===== src/rtl/i2cm_pkg.sv =====
package i2cm_pkg;

	localparam int unsigned HOLD_BITS_DEF = 16;
	localparam int unsigned HALF_W = 16;
	localparam logic [HALF_W-1:0] HALF_PERIOD_RST = 16'd360;

	typedef enum logic [2:0] {
		CMD_IDLE  = 3'd0,
		CMD_START = 3'd1,
		CMD_STOP  = 3'd2,
		CMD_WRITE = 3'd3,
		CMD_READ  = 3'd4,
		CMD_SACK  = 3'd5,
		CMD_RACK  = 3'd6
	} i2cm_cmd_t;

	typedef enum logic {
		PIN_SCL = 1'b0,
		PIN_SDA = 1'b1
	} i2cm_pin_t;

	typedef struct packed {
		i2cm_pin_t pin;
		logic      lvl;
	} i2cm_act_t;

	typedef struct packed {
		logic       scl_out;
		logic       sda_out;
		logic       busy_res;
		logic       done_res;
		logic [7:0] rx_byte;
		logic       ack_seen;
		logic       cmd_refused;
	} i2cm_res_t;

endpackage


===== src/rtl/i2cm_ifs.sv =====
interface i2cm_req_if;
	logic       valid;
	logic       ready;
	logic [2:0] opcode;
	logic [7:0] data_byte;
	logic       ack_level;
	logic       sda_in;

	modport source (output valid, output opcode, output data_byte, output ack_level,
		output sda_in, input ready);
	modport sink (input valid, input opcode, input data_byte, input ack_level,
		input sda_in, output ready);
endinterface

interface i2cm_rsp_if;
	logic       valid;
	logic       ready;
	logic       scl_out;
	logic       sda_out;
	logic       busy_res;
	logic       done_res;
	logic [7:0] rx_byte;
	logic       ack_seen;
	logic       cmd_refused;

	modport source (output valid, output scl_out, output sda_out, output busy_res,
		output done_res, output rx_byte, output ack_seen, output cmd_refused, input ready);
	modport sink (input valid, input scl_out, input sda_out, input busy_res,
		input done_res, input rx_byte, input ack_seen, input cmd_refused, output ready);
endinterface

interface i2cm_cfg_if;
	logic        valid;
	logic        ready;
	logic [15:0] half_period_ticks;

	modport source (output valid, output half_period_ticks, input ready);
	modport sink (input valid, input half_period_ticks, output ready);
endinterface


===== src/rtl/i2cm_cfg.sv =====
module i2cm_cfg #(
	parameter int unsigned HOLD_BITS = i2cm_pkg::HOLD_BITS_DEF
) (
	input  logic                 clk,
	input  logic                 arst_n,
	i2cm_cfg_if.sink             cfg,
	output logic [HOLD_BITS-1:0] hold_load
);

	logic [i2cm_pkg::HALF_W-1:0] half_q;

	assign cfg.ready = 1'b1;

	always_ff @(posedge clk or negedge arst_n) begin
		if (!arst_n) begin
			half_q <= i2cm_pkg::HALF_PERIOD_RST;
		end else if (cfg.valid) begin
			half_q <= cfg.half_period_ticks;
		end
	end

	// mask or widen to the hold counter width
	generate
		if (HOLD_BITS > i2cm_pkg::HALF_W) begin : g_wide
			assign hold_load = {{(HOLD_BITS - i2cm_pkg::HALF_W){1'b0}}, half_q};
		end else if (HOLD_BITS == i2cm_pkg::HALF_W) begin : g_same
			assign hold_load = half_q;
		end else begin : g_narrow
			assign hold_load = half_q[HOLD_BITS-1:0];
		end
	endgenerate

endmodule


===== src/rtl/i2cm_engine.sv =====
module i2cm_engine #(
	parameter int unsigned HOLD_BITS = i2cm_pkg::HOLD_BITS_DEF
) (
	input  logic                 clk,
	input  logic                 arst_n,
	input  logic                 accept,
	input  logic [2:0]           opcode,
	input  logic [7:0]           data_byte,
	input  logic                 ack_level,
	input  logic                 sda_in,
	input  logic [HOLD_BITS-1:0] hold_load,
	output i2cm_pkg::i2cm_res_t  res
);

	localparam logic [HOLD_BITS-1:0] HOLD_ONE = {{(HOLD_BITS-1){1'b0}}, 1'b1};

	function automatic logic [4:0] step_count(input i2cm_pkg::i2cm_cmd_t cmd);
		logic [4:0] n;
		unique case (cmd)
			i2cm_pkg::CMD_START: n = 5'd4;
			i2cm_pkg::CMD_STOP:  n = 5'd3;
			i2cm_pkg::CMD_WRITE: n = 5'd24;
			i2cm_pkg::CMD_READ:  n = 5'd17;
			i2cm_pkg::CMD_SACK:  n = 5'd3;
			i2cm_pkg::CMD_RACK:  n = 5'd3;
			default:             n = 5'd0;
		endcase
		return n;
	endfunction

	function automatic i2cm_pkg::i2cm_act_t step_action(input i2cm_pkg::i2cm_cmd_t cmd,
		input logic [4:0] idx, input logic [1:0] phase, input logic [2:0] third,
		input logic [7:0] tx);
		i2cm_pkg::i2cm_act_t a;
		a.pin = i2cm_pkg::PIN_SCL;
		a.lvl = 1'b0;
		unique case (cmd)
			i2cm_pkg::CMD_START: begin
				a.pin = idx[0] ? i2cm_pkg::PIN_SCL : i2cm_pkg::PIN_SDA;
				a.lvl = ~idx[1];
			end
			i2cm_pkg::CMD_STOP: begin
				if (idx == 5'd0) begin
					a.pin = i2cm_pkg::PIN_SDA;
					a.lvl = 1'b0;
				end else if (idx == 5'd1) begin
					a.lvl = 1'b1;
				end else if (idx == 5'd2) begin
					a.pin = i2cm_pkg::PIN_SDA;
					a.lvl = 1'b1;
				end
			end
			i2cm_pkg::CMD_WRITE: begin
				if (phase == 2'd0) begin
					a.pin = i2cm_pkg::PIN_SDA;
					a.lvl = tx[3'd7 - third];
				end else begin
					a.lvl = (phase == 2'd1);
				end
			end
			i2cm_pkg::CMD_READ: begin
				if (idx == 5'd0) begin
					a.pin = i2cm_pkg::PIN_SDA;
					a.lvl = 1'b1;
				end else begin
					a.lvl = idx[0];
				end
			end
			i2cm_pkg::CMD_SACK, i2cm_pkg::CMD_RACK: begin
				if (idx == 5'd0) begin
					a.pin = i2cm_pkg::PIN_SDA;
					a.lvl = (cmd == i2cm_pkg::CMD_SACK) ? tx[0] : 1'b1;
				end else begin
					a.lvl = (idx == 5'd1);
				end
			end
			default: begin
				a.lvl = 1'b0;
			end
		endcase
		return a;
	endfunction

	i2cm_pkg::i2cm_cmd_t  active_q, active_d;
	logic [4:0]           step_q, step_d;
	logic [1:0]           phase_q, phase_d;
	logic [2:0]           third_q, third_d;
	logic [HOLD_BITS-1:0] hold_q, hold_d;
	logic                 scl_q, scl_d;
	logic                 sda_q, sda_d;
	logic [7:0]           shift_q, shift_d;
	logic                 ack_q, ack_d;
	logic [7:0]           tx_q, tx_d;
	logic                 is_cmd;
	logic                 done;
	logic                 refused;
	logic                 apply;
	i2cm_pkg::i2cm_act_t  act;
	logic [4:0]           step_inc;
	logic [1:0]           phase_inc;
	logic [2:0]           third_inc;

	assign is_cmd = (opcode >= 3'(i2cm_pkg::CMD_START)) && (opcode <= 3'(i2cm_pkg::CMD_RACK));
	assign step_inc = step_q + 5'd1;
	assign phase_inc = (phase_q == 2'd2) ? 2'd0 : phase_q + 2'd1;
	assign third_inc = (phase_q == 2'd2) ? third_q + 3'd1 : third_q;

	always_ff @(posedge clk or negedge arst_n) begin
		if (!arst_n) begin
			active_q <= i2cm_pkg::CMD_IDLE;
			step_q   <= '0;
			phase_q  <= '0;
			third_q  <= '0;
			hold_q   <= '0;
			scl_q    <= 1'b1;
			sda_q    <= 1'b1;
			shift_q  <= '0;
			ack_q    <= 1'b0;
			tx_q     <= '0;
		end else if (accept) begin
			active_q <= active_d;
			step_q   <= step_d;
			phase_q  <= phase_d;
			third_q  <= third_d;
			hold_q   <= hold_d;
			scl_q    <= scl_d;
			sda_q    <= sda_d;
			shift_q  <= shift_d;
			ack_q    <= ack_d;
			tx_q     <= tx_d;
		end
	end

	always_comb begin
		active_d = active_q;
		step_d   = step_q;
		phase_d  = phase_q;
		third_d  = third_q;
		hold_d   = hold_q;
		scl_d    = scl_q;
		sda_d    = sda_q;
		shift_d  = shift_q;
		ack_d    = ack_q;
		tx_d     = tx_q;
		done     = 1'b0;
		refused  = 1'b0;
		apply    = 1'b0;

		if (active_q != i2cm_pkg::CMD_IDLE) begin
			refused = is_cmd;
			if (hold_q > HOLD_ONE) begin
				hold_d = hold_q - HOLD_ONE;
			end else begin
				// end of the hold: sample at the end of scl high
				if (active_q == i2cm_pkg::CMD_READ && step_q[0] && sda_in) begin
					shift_d[3'd7 - step_q[3:1]] = 1'b1;
				end
				if (active_q == i2cm_pkg::CMD_RACK && step_q == 5'd1) begin
					ack_d = sda_in;
				end
				if (step_inc >= step_count(active_q)) begin
					active_d = i2cm_pkg::CMD_IDLE;
					step_d   = '0;
					phase_d  = '0;
					third_d  = '0;
					hold_d   = '0;
					done     = 1'b1;
				end else begin
					step_d  = step_inc;
					phase_d = phase_inc;
					third_d = third_inc;
					apply   = 1'b1;
				end
			end
		end else if (is_cmd) begin
			active_d = i2cm_pkg::i2cm_cmd_t'(opcode);
			step_d   = '0;
			phase_d  = '0;
			third_d  = '0;
			apply    = 1'b1;
			if (active_d == i2cm_pkg::CMD_WRITE) begin
				tx_d = data_byte;
			end
			if (active_d == i2cm_pkg::CMD_SACK) begin
				tx_d = {7'd0, ack_level};
			end
			if (active_d == i2cm_pkg::CMD_READ) begin
				shift_d = '0;
			end
		end

		act = step_action(active_d, step_d, phase_d, third_d, tx_d);
		if (apply) begin
			hold_d = hold_load;
			if (act.pin == i2cm_pkg::PIN_SCL) begin
				scl_d = act.lvl;
			end else begin
				sda_d = act.lvl;
			end
		end

		res.scl_out     = scl_d;
		res.sda_out     = sda_d;
		res.busy_res    = (active_d != i2cm_pkg::CMD_IDLE);
		res.done_res    = done;
		res.rx_byte     = shift_d;
		res.ack_seen    = ack_d;
		res.cmd_refused = refused;
	end

`ifndef SYNTHESIS
	a_start_busy: assert property (@(posedge clk) disable iff (!arst_n)
		accept && active_q == i2cm_pkg::CMD_IDLE && is_cmd |=> active_q != i2cm_pkg::CMD_IDLE)
		else $error("command start did not make the engine busy");
	a_step_range: assert property (@(posedge clk) disable iff (!arst_n)
		active_q != i2cm_pkg::CMD_IDLE |-> step_q < step_count(active_q))
		else $error("step index beyond command length");
	a_hold_idle: assert property (@(posedge clk) disable iff (!arst_n)
		!accept |=> $stable(active_q) && $stable(hold_q) && $stable(step_q))
		else $error("engine state moved without an item");
	a_phase_range: assert property (@(posedge clk) disable iff (!arst_n)
		active_q == i2cm_pkg::CMD_WRITE |-> phase_q != 2'd3)
		else $error("write phase out of range");
	a_idle_clear: assert property (@(posedge clk) disable iff (!arst_n)
		active_q == i2cm_pkg::CMD_IDLE |-> step_q == 5'd0 && hold_q == '0)
		else $error("idle engine with live step or hold");
`endif

endmodule


===== src/rtl/i2cm_out_reg.sv =====
module i2cm_out_reg (
	input  logic                clk,
	input  logic                arst_n,
	input  logic                load,
	input  i2cm_pkg::i2cm_res_t res,
	output logic                up_ready,
	i2cm_rsp_if.source          rsp
);

	logic                valid_q;
	i2cm_pkg::i2cm_res_t res_q;

	assign up_ready = ~valid_q | rsp.ready;

	always_ff @(posedge clk or negedge arst_n) begin
		if (!arst_n) begin
			valid_q <= 1'b0;
		end else if (load) begin
			valid_q <= 1'b1;
		end else if (rsp.ready) begin
			valid_q <= 1'b0;
		end
	end

	always_ff @(posedge clk) begin
		if (load) begin
			res_q <= res;
		end
	end

	assign rsp.valid       = valid_q;
	assign rsp.scl_out     = res_q.scl_out;
	assign rsp.sda_out     = res_q.sda_out;
	assign rsp.busy_res    = res_q.busy_res;
	assign rsp.done_res    = res_q.done_res;
	assign rsp.rx_byte     = res_q.rx_byte;
	assign rsp.ack_seen    = res_q.ack_seen;
	assign rsp.cmd_refused = res_q.cmd_refused;

endmodule


===== src/rtl/i2c_master_bit_engine_core.sv =====
// a result item is valid in the cycle after its input item is accepted
// throughput: one item per cycle while the result slot can take it, set by the state update in the engine
// the output register passes ready through, so an item is taken whenever the result
// slot is empty or being drained in the same cycle
// reset: scl and sda released, engine idle, half period back to 360 ticks
module i2c_master_bit_engine_core #(
	parameter int unsigned HOLD_BITS = i2cm_pkg::HOLD_BITS_DEF
) (
	input  logic       clk,
	input  logic       arst_n,
	i2cm_req_if.sink   req,
	i2cm_rsp_if.source rsp,
	i2cm_cfg_if.sink   cfg
);

	logic                 up_ready;
	logic                 accept;
	logic [HOLD_BITS-1:0] hold_load;
	i2cm_pkg::i2cm_res_t  res;

	assign req.ready = up_ready;
	assign accept = req.valid & up_ready;

	i2cm_cfg #(
		.HOLD_BITS (HOLD_BITS)
	) u_cfg (
		.clk       (clk),
		.arst_n    (arst_n),
		.cfg       (cfg),
		.hold_load (hold_load)
	);

	i2cm_engine #(
		.HOLD_BITS (HOLD_BITS)
	) u_engine (
		.clk       (clk),
		.arst_n    (arst_n),
		.accept    (accept),
		.opcode    (req.opcode),
		.data_byte (req.data_byte),
		.ack_level (req.ack_level),
		.sda_in    (req.sda_in),
		.hold_load (hold_load),
		.res       (res)
	);

	i2cm_out_reg u_out_reg (
		.clk      (clk),
		.arst_n   (arst_n),
		.load     (accept),
		.res      (res),
		.up_ready (up_ready),
		.rsp      (rsp)
	);

endmodule


===== src/flat_wrapper.sv =====
// flat-port wrapper written by rule: the top's interface ports become plain ports
module i2c_master_bit_engine_core_flat 
#(
	parameter int unsigned HOLD_BITS = i2cm_pkg::HOLD_BITS_DEF
)
  (clk, arst_n, req_valid, req_opcode, req_data_byte, req_ack_level, req_sda_in, req_ready, rsp_valid, rsp_scl_out, rsp_sda_out, rsp_busy_res, rsp_done_res, rsp_rx_byte, rsp_ack_seen, rsp_cmd_refused, rsp_ready, cfg_valid, cfg_half_period_ticks, cfg_ready);
  i2cm_req_if req_i ();
  i2cm_rsp_if rsp_i ();
  i2cm_cfg_if cfg_i ();
  input  logic clk;
  input  logic arst_n;
  input wire logic [$bits(req_i.valid)-1:0] req_valid;
  input wire logic [$bits(req_i.opcode)-1:0] req_opcode;
  input wire logic [$bits(req_i.data_byte)-1:0] req_data_byte;
  input wire logic [$bits(req_i.ack_level)-1:0] req_ack_level;
  input wire logic [$bits(req_i.sda_in)-1:0] req_sda_in;
  output wire logic [$bits(req_i.ready)-1:0] req_ready;
  output wire logic [$bits(rsp_i.valid)-1:0] rsp_valid;
  output wire logic [$bits(rsp_i.scl_out)-1:0] rsp_scl_out;
  output wire logic [$bits(rsp_i.sda_out)-1:0] rsp_sda_out;
  output wire logic [$bits(rsp_i.busy_res)-1:0] rsp_busy_res;
  output wire logic [$bits(rsp_i.done_res)-1:0] rsp_done_res;
  output wire logic [$bits(rsp_i.rx_byte)-1:0] rsp_rx_byte;
  output wire logic [$bits(rsp_i.ack_seen)-1:0] rsp_ack_seen;
  output wire logic [$bits(rsp_i.cmd_refused)-1:0] rsp_cmd_refused;
  input wire logic [$bits(rsp_i.ready)-1:0] rsp_ready;
  input wire logic [$bits(cfg_i.valid)-1:0] cfg_valid;
  input wire logic [$bits(cfg_i.half_period_ticks)-1:0] cfg_half_period_ticks;
  output wire logic [$bits(cfg_i.ready)-1:0] cfg_ready;
  assign req_i.valid = req_valid;
  assign req_i.opcode = req_opcode;
  assign req_i.data_byte = req_data_byte;
  assign req_i.ack_level = req_ack_level;
  assign req_i.sda_in = req_sda_in;
  assign req_ready = req_i.ready;
  assign rsp_valid = rsp_i.valid;
  assign rsp_scl_out = rsp_i.scl_out;
  assign rsp_sda_out = rsp_i.sda_out;
  assign rsp_busy_res = rsp_i.busy_res;
  assign rsp_done_res = rsp_i.done_res;
  assign rsp_rx_byte = rsp_i.rx_byte;
  assign rsp_ack_seen = rsp_i.ack_seen;
  assign rsp_cmd_refused = rsp_i.cmd_refused;
  assign rsp_i.ready = rsp_ready;
  assign cfg_i.valid = cfg_valid;
  assign cfg_i.half_period_ticks = cfg_half_period_ticks;
  assign cfg_ready = cfg_i.ready;
  i2c_master_bit_engine_core #(.HOLD_BITS(HOLD_BITS)) u_core (.clk(clk), .arst_n(arst_n), .req(req_i), .rsp(rsp_i), .cfg(cfg_i));
endmodule

===== config.mk =====
export PLATFORM = sky130hd
export DESIGN_NAME = i2c_master_bit_engine_core_flat
export DESIGN_NICKNAME = d
export VERILOG_FILES = /design/src/rtl/i2cm_pkg.sv /design/src/rtl/i2cm_ifs.sv /design/src/rtl/i2cm_cfg.sv /design/src/rtl/i2cm_engine.sv /design/src/rtl/i2cm_out_reg.sv /design/src/rtl/i2c_master_bit_engine_core.sv /design/src/flat_wrapper.sv
export SDC_FILE = /design/constraint.sdc
export NUM_CORES = 1
export LEC_CHECK = 0
export BUFFER_PORTS_ARGS = -buffer_cell sky130_fd_sc_hd__buf_4
export CORE_MARGIN = 3
export CORE_UTILIZATION = 35
export CTS_CLUSTER_SIZE = 16
export DETAILED_ROUTE_END_ITERATION = 12
export HOLD_SLACK_MARGIN = 0.06
export PLACE_DENSITY = 0.6
export SLEW_MARGIN = 0
export SYNTH_ARGS = -nofsm -noshare
export SYNTH_HDL_FRONTEND = slang
export SYNTH_HIERARCHICAL = 1
export SYNTH_SLANG_ARGS = --single-unit

===== constraint.sdc =====
create_clock -name clk -period 8.9 [get_ports clk]
set_input_delay 2.67 -clock clk [delete_from_list [all_inputs] [get_ports clk]]
set_output_delay 2.67 -clock clk [all_outputs]
set_load 0.01 [all_outputs]

==> run summary, run 1 <==
The critical path start-end classification is input port to output pin. Clock-pin slew was measured on the worst setup and hold paths at 50 ps. The library cells used most frequently in the layout, excluding fill and tap cells, are 59 x dfrtp_1, 51 x buf_4, 40 x o21ai_0.

The combined area of the multi-input logic cells is between 0.002 and 0.0025 mm^2. Counting flops and latches in the post-synthesis netlist gives 79. The aggregate routed wire length is 11.1 mm. The number of distinct library cell variants in the gate-level netlist after synthesis is 73. The total number of nets in the final design is around 560. In the final routed layout, each cell accounts on average for 16.0 um. The summed area of non-filler cells in the final layout is around 0.0054 mm^2. The startpoint kind of the worst setup timing path is an input port. The via total after detailed routing came out at around 3900. The total count of max-transition violations in the final report is 0.

The share of flip-flops with an asynchronous set or reset after synthesis is a little over 80%. The critical path required time is 6230 ps. The synthesis warning total is 6.

The number of global-route vias before repair came out at about 3700. Global routing finished with a remaining overflow of 0. The wire length of the first global-routing pass is 18.0 mm. The slew at the pin with the worst max-slew slack is 1060 ps. The path type of the worst min-delay path is flip-flop to flip-flop. The insertion delay of the later-clocked pin in the worst-skew pair is 340 ps. In the post-synthesis netlist, the biggest area contributors are dfrtp_1 31%, edfxtp_1 8.9%, o21ai_0 4.2%. The register cell area after layout is 0.00205 mm^2. The instance count of the mapped netlist came out at 485. The area growth from synthesis to final layout is 14.9%. TritonCTS built the clock tree. The clock period minus worst slack is 5730 ps. The number of antenna violations at the first check in global routing was 0.

The mapped cell area is 0.00474 mm^2. The number of vias per cell after detailed routing is 5.67. The pin count of the biggest net entering global routing is 66.

Setup repair after global routing left no endpoint under its margin. The count of max-cap constraint violations came out at 0. The HPWL reported at the end of detailed placement is between 7 and 8 mm. The fraction of the cycle the final worst path needs is between 60 and 70%. The mean area per synthesized cell is 9.78 um^2. The total design power came out at ~1.3 mW. The number of failing hold endpoints at the final stage is 0. Cells with a size suffix above 1 make up 22.8% of the layout. The routability congestion estimate from global placement came out at 0.919. Synthesis produced a netlist with a net count of 529. The flow ran to the end, and the final reports show no timing, DRC or antenna violations.

The number of sinks on the clock net came out at 79. The starting utilization of the core area came out at 36.7%. The areal power density over the cells came out at 235 mW/mm^2. In this run the vertical extent of the chip is around 120 um. The number of buffer cells added on primary ports is 49.

The static leakage is 2.21 nW. The core region is 0.0129 mm^2. The number of buffers created by CTS is 9. The initialized floorplan defines 41 standard-cell rows. The die covers 0.0150 mm^2. The clock root buffer master is clkbuf_16.

After detailed routing, the number of remaining DRC violations is 0. During I/O placement, the number of pins put on the boundary was 51. Data arrives at the worst endpoint at approximately 3100 ps.

In the synthesized netlist the dominant register cell turns out to be dfrtp_1. The biggest area consumer among synthesized cells is dfrtp_1. The worst slew margin relative to its limit is 29.3%. The width of the die is 122 um. The detailed-routing iteration count for the pre-antenna-repair pass came out at 5. STA classifies the critical path endpoint as an output pin.

The most frequent standard cell in the layout excluding fill and tap cells is dfrtp_1. The worst-case vdd ir drop is 0.118 mV. The detail route stage leaves a number of antenna-violating nets equal to 0.

The top cell type by area accounts for a little under a third of the synthesized area. The post-route setup TNS came out at 0 ps. Buffers added to address setup during post-CTS repair amount to 0. For this run, the register share of the synthesized area comes to between 40% and 50%. After filler insertion, the fill cell instance count of the layout stands at 1279. Static timing analysis puts the maximum clock frequency at approximately 170 MHz. The CTS H-tree depth is 3. The clock passes through at most 2 buffers. The count of hold-fix buffers inserted at cts came out at 0. The clock skew came out at 5.67 ps. The count of endpoints failing setup in the final report came out at 0. The largest fanout of any net on the critical path came out at 3. The number of enable flip-flop cells after synthesis came out at 14. The diode insertion count for antenna repair came out at 0.

The global-route total usage across every layer is 15.0%. After clock tree synthesis, the repair step resized 0 gates. After the first detailed-routing iteration, the DRC count stood at 200.

The cell area after placement came out at 0.00518 mm^2.
final timing paths:
kind,startpoint,endpoint,slack (ps),cells after the start
worst max-delay path,rsp_ready,req_ready,3170,3
worst min-delay path,u_core/u_engine/tx_q[5]$_DFFE_PN0P_,u_core/u_engine/tx_q[5]$_DFFE_PN0P_,500,1
worst max register to register,u_core/u_engine/step_q[0]$_DFFE_PN0P_,u_core/u_out_reg/rsp.sda_out$_DFFE_PP_,4750,12
worst min register to register,u_core/u_engine/tx_q[5]$_DFFE_PN0P_,u_core/u_engine/tx_q[5]$_DFFE_PN0P_,500,1
max in group asynchronous,arst_n,u_core/u_engine/third_q[2]$_DFFE_PN0P_,5910,1
min in group asynchronous,arst_n,u_core/u_engine/shift_q[3]$_DFFE_PN0P_,2440,1
cell families after synthesis:
group                      share of synthesized area (%)
muxes                                               7.62
other                                             0.0791
and+or+nand+nor                                     17.8
xor gates and xnor gates                           0.739
buffers and inverters                               4.64
adders and majority gates                           2.64
AOI/OAI and AO/OA                                   23.2
DFF                                                 43.3
area by class of cell:
cell class	instances	area share [%]
clock buffer	12	4.52
inverter	15	1.03
tap	172	3.95
timing repair buffer	51	7.03
sequential	79	37.7
multi-input combinational	362	45.3
clock inverter	4	0.436
cell usage after synthesis (all sizes together) (4+ instances only):
cell type  count
a211oi         7
a21oi         26
a22oi          8
a31oi          7
a32o          10
a32oi          6
and3           5
buf           11
clkbuf        18
dfrtp         59
dfstp          6
edfxtp        14
ha            10
inv           15
mux2          27
nand2         37
nand2b         8
nand3         23
nor2          39
nor3          19
nor4           6
o211ai         7
o21ai         55
o41ai          4
or3           10
stage by stage:
| stage | worst slack [ps] | util (%) | hold WS [ps] | instances |
|---|---|---|---|---|
| after global routing | 3160 | 42.2 | 524 | 695 |
| after floorplan | 3420 | - | 466 | 485 |
| after CTS | 3170 | 42.2 | 505 | 695 |
| after global placement | 3180 | 40.1 | 484 | 679 |
| after detailed placement | 3170 | 40.1 | 491 | 679 |
| final | 3170 | 42.2 | 502 | 695 |
critical path, cell delays in order:
cell	delay, ps
buf_4	110
nand2b_4	140
buf_4	140
power by group:
part	total, mW	switching [mW]	leakage [nW]	internal (mW)
registers	0.511	0.0737	0.938	0.437
logic	0.432	0.262	1.13	0.170
clock network	0.337	0.141	0.136	0.196
metal layers:
layer  track usage, %  part of all wire [%]  wire length (um)
met4             5.74                   1.9               213
met5                0                     0                 0
met1             19.5                    46              5050
met2             24.7                    47              5250
met3             3.04                   5.2               582
registers in the layout, summed over array words and instances, names as in the netlist, 2 cells and up:
signal,flops
u_core/u_engine/step_q,5
u_core/u_engine/third_q,3
u_core/u_engine/hold_q,16
u_core/u_engine/phase_q,2
u_core/u_engine/active_q,3
u_core/u_out_reg/rsp.rx_byte,8
u_core/u_engine/shift_q,8
u_core/u_engine/tx_q,8
u_core/u_cfg/hold_load,16
No activity file was read; power rests on OpenSTA's default activity.
==> run 2: changes to the inputs <==
--- a/config.mk
+++ b/config.mk
@@ -11,7 +11,7 @@
 export CTS_CLUSTER_SIZE = 16
 export DETAILED_ROUTE_END_ITERATION = 12
 export HOLD_SLACK_MARGIN = 0.06
-export PLACE_DENSITY = 0.6
+export PLACE_DENSITY = 0.62
 export SLEW_MARGIN = 0
 export SYNTH_ARGS = -nofsm -noshare
 export SYNTH_HDL_FRONTEND = slang
==> constraint.sdc (replaced) <==
create_clock -name clk -period 5.1 [get_ports clk]
set_input_delay 1.53 -clock clk [delete_from_list [all_inputs] [get_ports clk]]
set_output_delay 1.53 -clock clk [all_outputs]
set_load 0.01 [all_outputs]
==> run 2 against run 1 <==
  * Worst hold slack improved by 0.86 ps
  * Setup slack got worse by 2000 ps
  * Register-to-register slack got worse by 3600 ps
  * Flip-flop and latch count did not move
  * Clock power rose by 100%
  * Cell count rose by 0.14%
  * Utilization rose by 0.39 points
  * Sequential power rose by 75%
  * First-iteration DRC count rose by 24%
  * Global-route usage rose by 0.66 points
  * Clock-buffer cell count fell by 3
  * Critical endpoint is now u_core/u_out_reg/rsp.sda_out$_DFFE_PP_
  * Largest cell class unchanged
==> run summary, run 2 (synthesized netlist as in run 1, its figures left out) <==
The element type at the critical path end is a flip-flop (was output pin). The register-to-register setup slack is 1120 ps (was 4750 ps). The area growth from synthesis to final layout is 15.9% (was 14.9%).

The number of sinks on the clock net came out at 79 (unchanged). The number of cells upsized or downsized after cts is 0 (unchanged). The count of hold-fix buffers inserted at cts came out at 0 (unchanged). The clock root buffer master was clkbuf_16 (unchanged). The count of max-cap constraint violations is 0 (unchanged). The HPWL reported at the end of detailed placement came out at 8.06 mm (was 7.83 mm). The end of the worst hold path is u_core/u_engine/tx_q[4]$_DFFE_PN0P_ (was u_core/u_engine/tx_q[5]$_DFFE_PN0P_). The path type of the worst min-delay path is flip-flop to flip-flop (unchanged). The CTS tree is yes (unchanged). The most frequent standard cell in the layout excluding fill and tap cells is dfrtp_1 (unchanged).

The insertion delay of the later-clocked pin in the worst-skew pair is 340 ps (about the same). The number of nets still failing antenna checks after routing was 0 (unchanged). The worst-case vdd ir drop came out at 0.233 mV (was 0.118 mV). The terminus of the critical flop-to-flop path is u_core/u_out_reg/rsp.sda_out$_DFFE_PP_ (unchanged). The largest fanout of any net on the critical path came out at 12 (was 3). The worst-case setup margin in the final layout came to 1120 ps (was 3170 ps). The post-route setup TNS came to 0 ps (unchanged). The count of buffers added by post-CTS timing repair for setup is 0 (unchanged). The number of buffer cells added on primary ports is 49 (unchanged).

The number of DRC violations after detailed-routing iteration 0 came to 247 (was 200). The cell type of the slowest stage on the worst timing path is dfrtp_1 (was nand2b_4). The total buffers and inverters traversed by the critical path is 0 (was 2). The area of the core was 0.0129 mm^2 (unchanged). The areal power density over the cells is 424 mW/mm^2 (was 235 mW/mm^2). The detailed-routing iteration count for the pre-antenna-repair pass is 6 (was 5). The I/O pin count is 51 (unchanged). The highest cell delay on the worst timing path is 600 ps (was 140 ps).

The final core utilization came out at 42.5% (was 42.2%). The overall die height is 122 um (unchanged). The aggregate routed wire length came to 11.5 mm (was 11.1 mm). The launch point of the worst reg-to-reg path is u_core/u_engine/step_q[0]$_DFFE_PN0P_ (unchanged). The diode insertion count for antenna repair came to 0 (unchanged). The width of the die came out at 122 um (unchanged).

The total number of nets in the final design is 563 (was 562). The worst slew margin relative to its limit came out at 27.9% (was 29.3%). The cell area after placement came out at 0.00519 mm^2 (was 0.00518 mm^2). The routability congestion estimate from global placement came out at 0.923 (was 0.919).

The via total after detailed routing was 3969 (was 3939). The critical path start-end classification was flip-flop to flip-flop (was input port to output pin). The start point of the worst min-delay path was u_core/u_engine/tx_q[4]$_DFFE_PN0P_ (was u_core/u_engine/tx_q[5]$_DFFE_PN0P_). The final global-route overflow total came to 0 (unchanged). The number of filler cells placed in the layout came out at 1275 (was 1279).

Static timing analysis puts the maximum clock frequency at 252 MHz. The post-CTS clock slew at the launch and capture registers of the worst setup and hold paths is 60 ps (was 50 ps). The wire length of the first global-routing pass is 18.7 mm (was 18.0 mm). The worst setup slack after placement came to 1200 ps (was 3170 ps). The number of placement rows is 41 (unchanged). The count of endpoints failing setup in the final report is 0 (unchanged). The endpoint arrival time on the critical path is 4060 ps (was 3060 ps).

The worst path uses ~78% of the clock period. The clock tree buffer depth is 2 (unchanged). The total count of max-transition violations in the final report was 0 (unchanged). The clock skew is 5.81 ps (was 5.67 ps). The pin count of the biggest net entering global routing was 66 (unchanged). The ratio of cells with drive above 1 in the final layout is 23.1% (was 22.8%). The category of cells accounting for the largest share of critical-path delay is compound AO/OA/AOI/OAI gates (was buffers and inverters). The number of cells traversed by the worst register-to-register path was 12 (unchanged). The static leakage came out at 2.23 nW (was 2.21 nW). The cell repeated most along the worst path was ha_1 (was buf_4). The register cell area after layout came out at 0.00205 mm^2 (unchanged).

Subtracting the final worst setup slack from the clock period gives 3980 ps. Critical-path cell list: ha_1 -> nand3_1 -> xnor2_1 -> ha_1 -> o21a_1 -> a21o_1 -> a21oi_1 -> nand2b_1 -> o32ai_2 -> o21ai_1 -> mux2i_1 -> nand2_1 (was buf_4 -> nand2b_4 -> buf_4). The number of failing hold endpoints at the final stage came out at 0 (unchanged). The starting utilization of the core area is 36.7% (unchanged). The number of global-route vias before repair is 3839 (was 3743). Setup repair after global routing missed its margin: false (unchanged).

The CTS H-tree depth is 3 (unchanged). The startpoint kind of the worst setup timing path was a flip-flop (was input port). The slew at the pin with the worst max-slew slack is 1080 ps (was 1060 ps). The non-filler instance count after layout came to 696 (was 695). The number of placed instances with taps included is 680 (was 679).

The number of buffers created by CTS is 9 (unchanged). The global-route total usage across every layer is 15.7% (was 15.0%). The number of antenna violations at the first check in global routing came out at 0 (unchanged). The wire length per cell after detailed routing came out at 16.5 um (was 16.0 um). The number of vias per cell after detailed routing is 5.70 (was 5.67). The critical path required time came out at 5190 ps (was 6230 ps). Commonest cells after routing, fill and taps aside: 59 x dfrtp_1, 52 x buf_4, 40 x o21ai_0 (was 59 x dfrtp_1, 51 x buf_4, 40 x o21ai_0). The combined area of the multi-input logic cells is 0.00247 mm^2 (unchanged).

The number of cells traversed by the worst hold path is 1 (unchanged). The DRC violations left was 0 (unchanged). The summed area of non-filler cells in the final layout came out at 0.00550 mm^2 (was 0.00545 mm^2).

Outcome: complete, no violations (unchanged). The area of the die came to 0.0150 mm^2 (unchanged).
-- run 2: cell count changes in the layout (fill, tap and decap cells not counted) --
cell | before | now
bufinv_16 | 0 | 2
clkbuf_1 | 2 | 0
clkinv_1 | 0 | 1
buf_4 | 51 | 52
clkbuf_8 | 1 | 0
-- run 2: through the flow --
stage / power (mW) / hold WS (ps)
floorplan: 1.46 / 466
detailed placement: 1.65 / 488
CTS: 2.34 / 502
global placement: 1.62 / 483
global route: 2.47 / 515
finish: 2.33 / 502
-- run 2: layout make-up --
| class | count | share of cell area (%) |
|---|---|---|
| clock buffers | 9 | 4.10 |
| multi-input cells | 362 | 44.9 |
| inverters | 15 | 1.02 |
| flip-flops and latches | 79 | 37.4 |
| clock inverters | 7 | 1.59 |
| well taps | 172 | 3.91 |
| repair buffers | 52 | 7.10 |
-- run 2: worst reg2reg max path, stage by stage (launching register included) --
cell and delay, ps:
dfrtp_1 600, ha_1 390, nand3_1 130, xnor2_1 280
ha_1 290, o21a_1 180, a21o_1 310, a21oi_1 590
nand2b_1 210, o32ai_2 400, o21ai_1 120, mux2i_1 160
nand2_1 60
-- run 2: worst max path at each step --
| stage | from | endpoint | slack, ps | cells past startpoint |
|---|---|---|---|---|
| 2_1_floorplan | req_opcode[1] | u_core/u_out_reg/rsp.sda_out$_DFFE_PP_ | 1160 | 11 |
| 3_3_place_gp | req_opcode[2] | u_core/u_out_reg/rsp.sda_out$_DFFE_PP_ | 1260 | 10 |
| 3_5_place_dp | req_opcode[2] | u_core/u_out_reg/rsp.sda_out$_DFFE_PP_ | 1200 | 9 |
| 4_1_cts | u_core/u_engine/step_q[0]$_DFFE_PN0P_ | u_core/u_out_reg/rsp.sda_out$_DFFE_PP_ | 1210 | 12 |
| 5_1_grt | u_core/u_engine/step_q[0]$_DFFE_PN0P_ | u_core/u_out_reg/rsp.scl_out$_DFFE_PP_ | 890 | 12 |
| 6_report | u_core/u_engine/step_q[0]$_DFFE_PN0P_ | u_core/u_out_reg/rsp.sda_out$_DFFE_PP_ | 1120 | 12 |
-- run 2: report_power, final --
part	leakage [nW]	switching (mW)	total, mW	internal, mW
registers	0.938	0.129	0.892	0.763
clock network	0.157	0.253	0.678	0.425
logic	1.14	0.464	0.762	0.298
-- run 2: metal layers --
metal | vias up | routed length (um) | GRT usage, %
li1 | 1893 | - | -
met1 | 1928 | 5120 | 20.0
met2 | 126 | 5560 | 25.8
met3 | 22 | 630 | 3.46
met4 | 0 | 191 | 6.37
met5 | - | 0 | 0
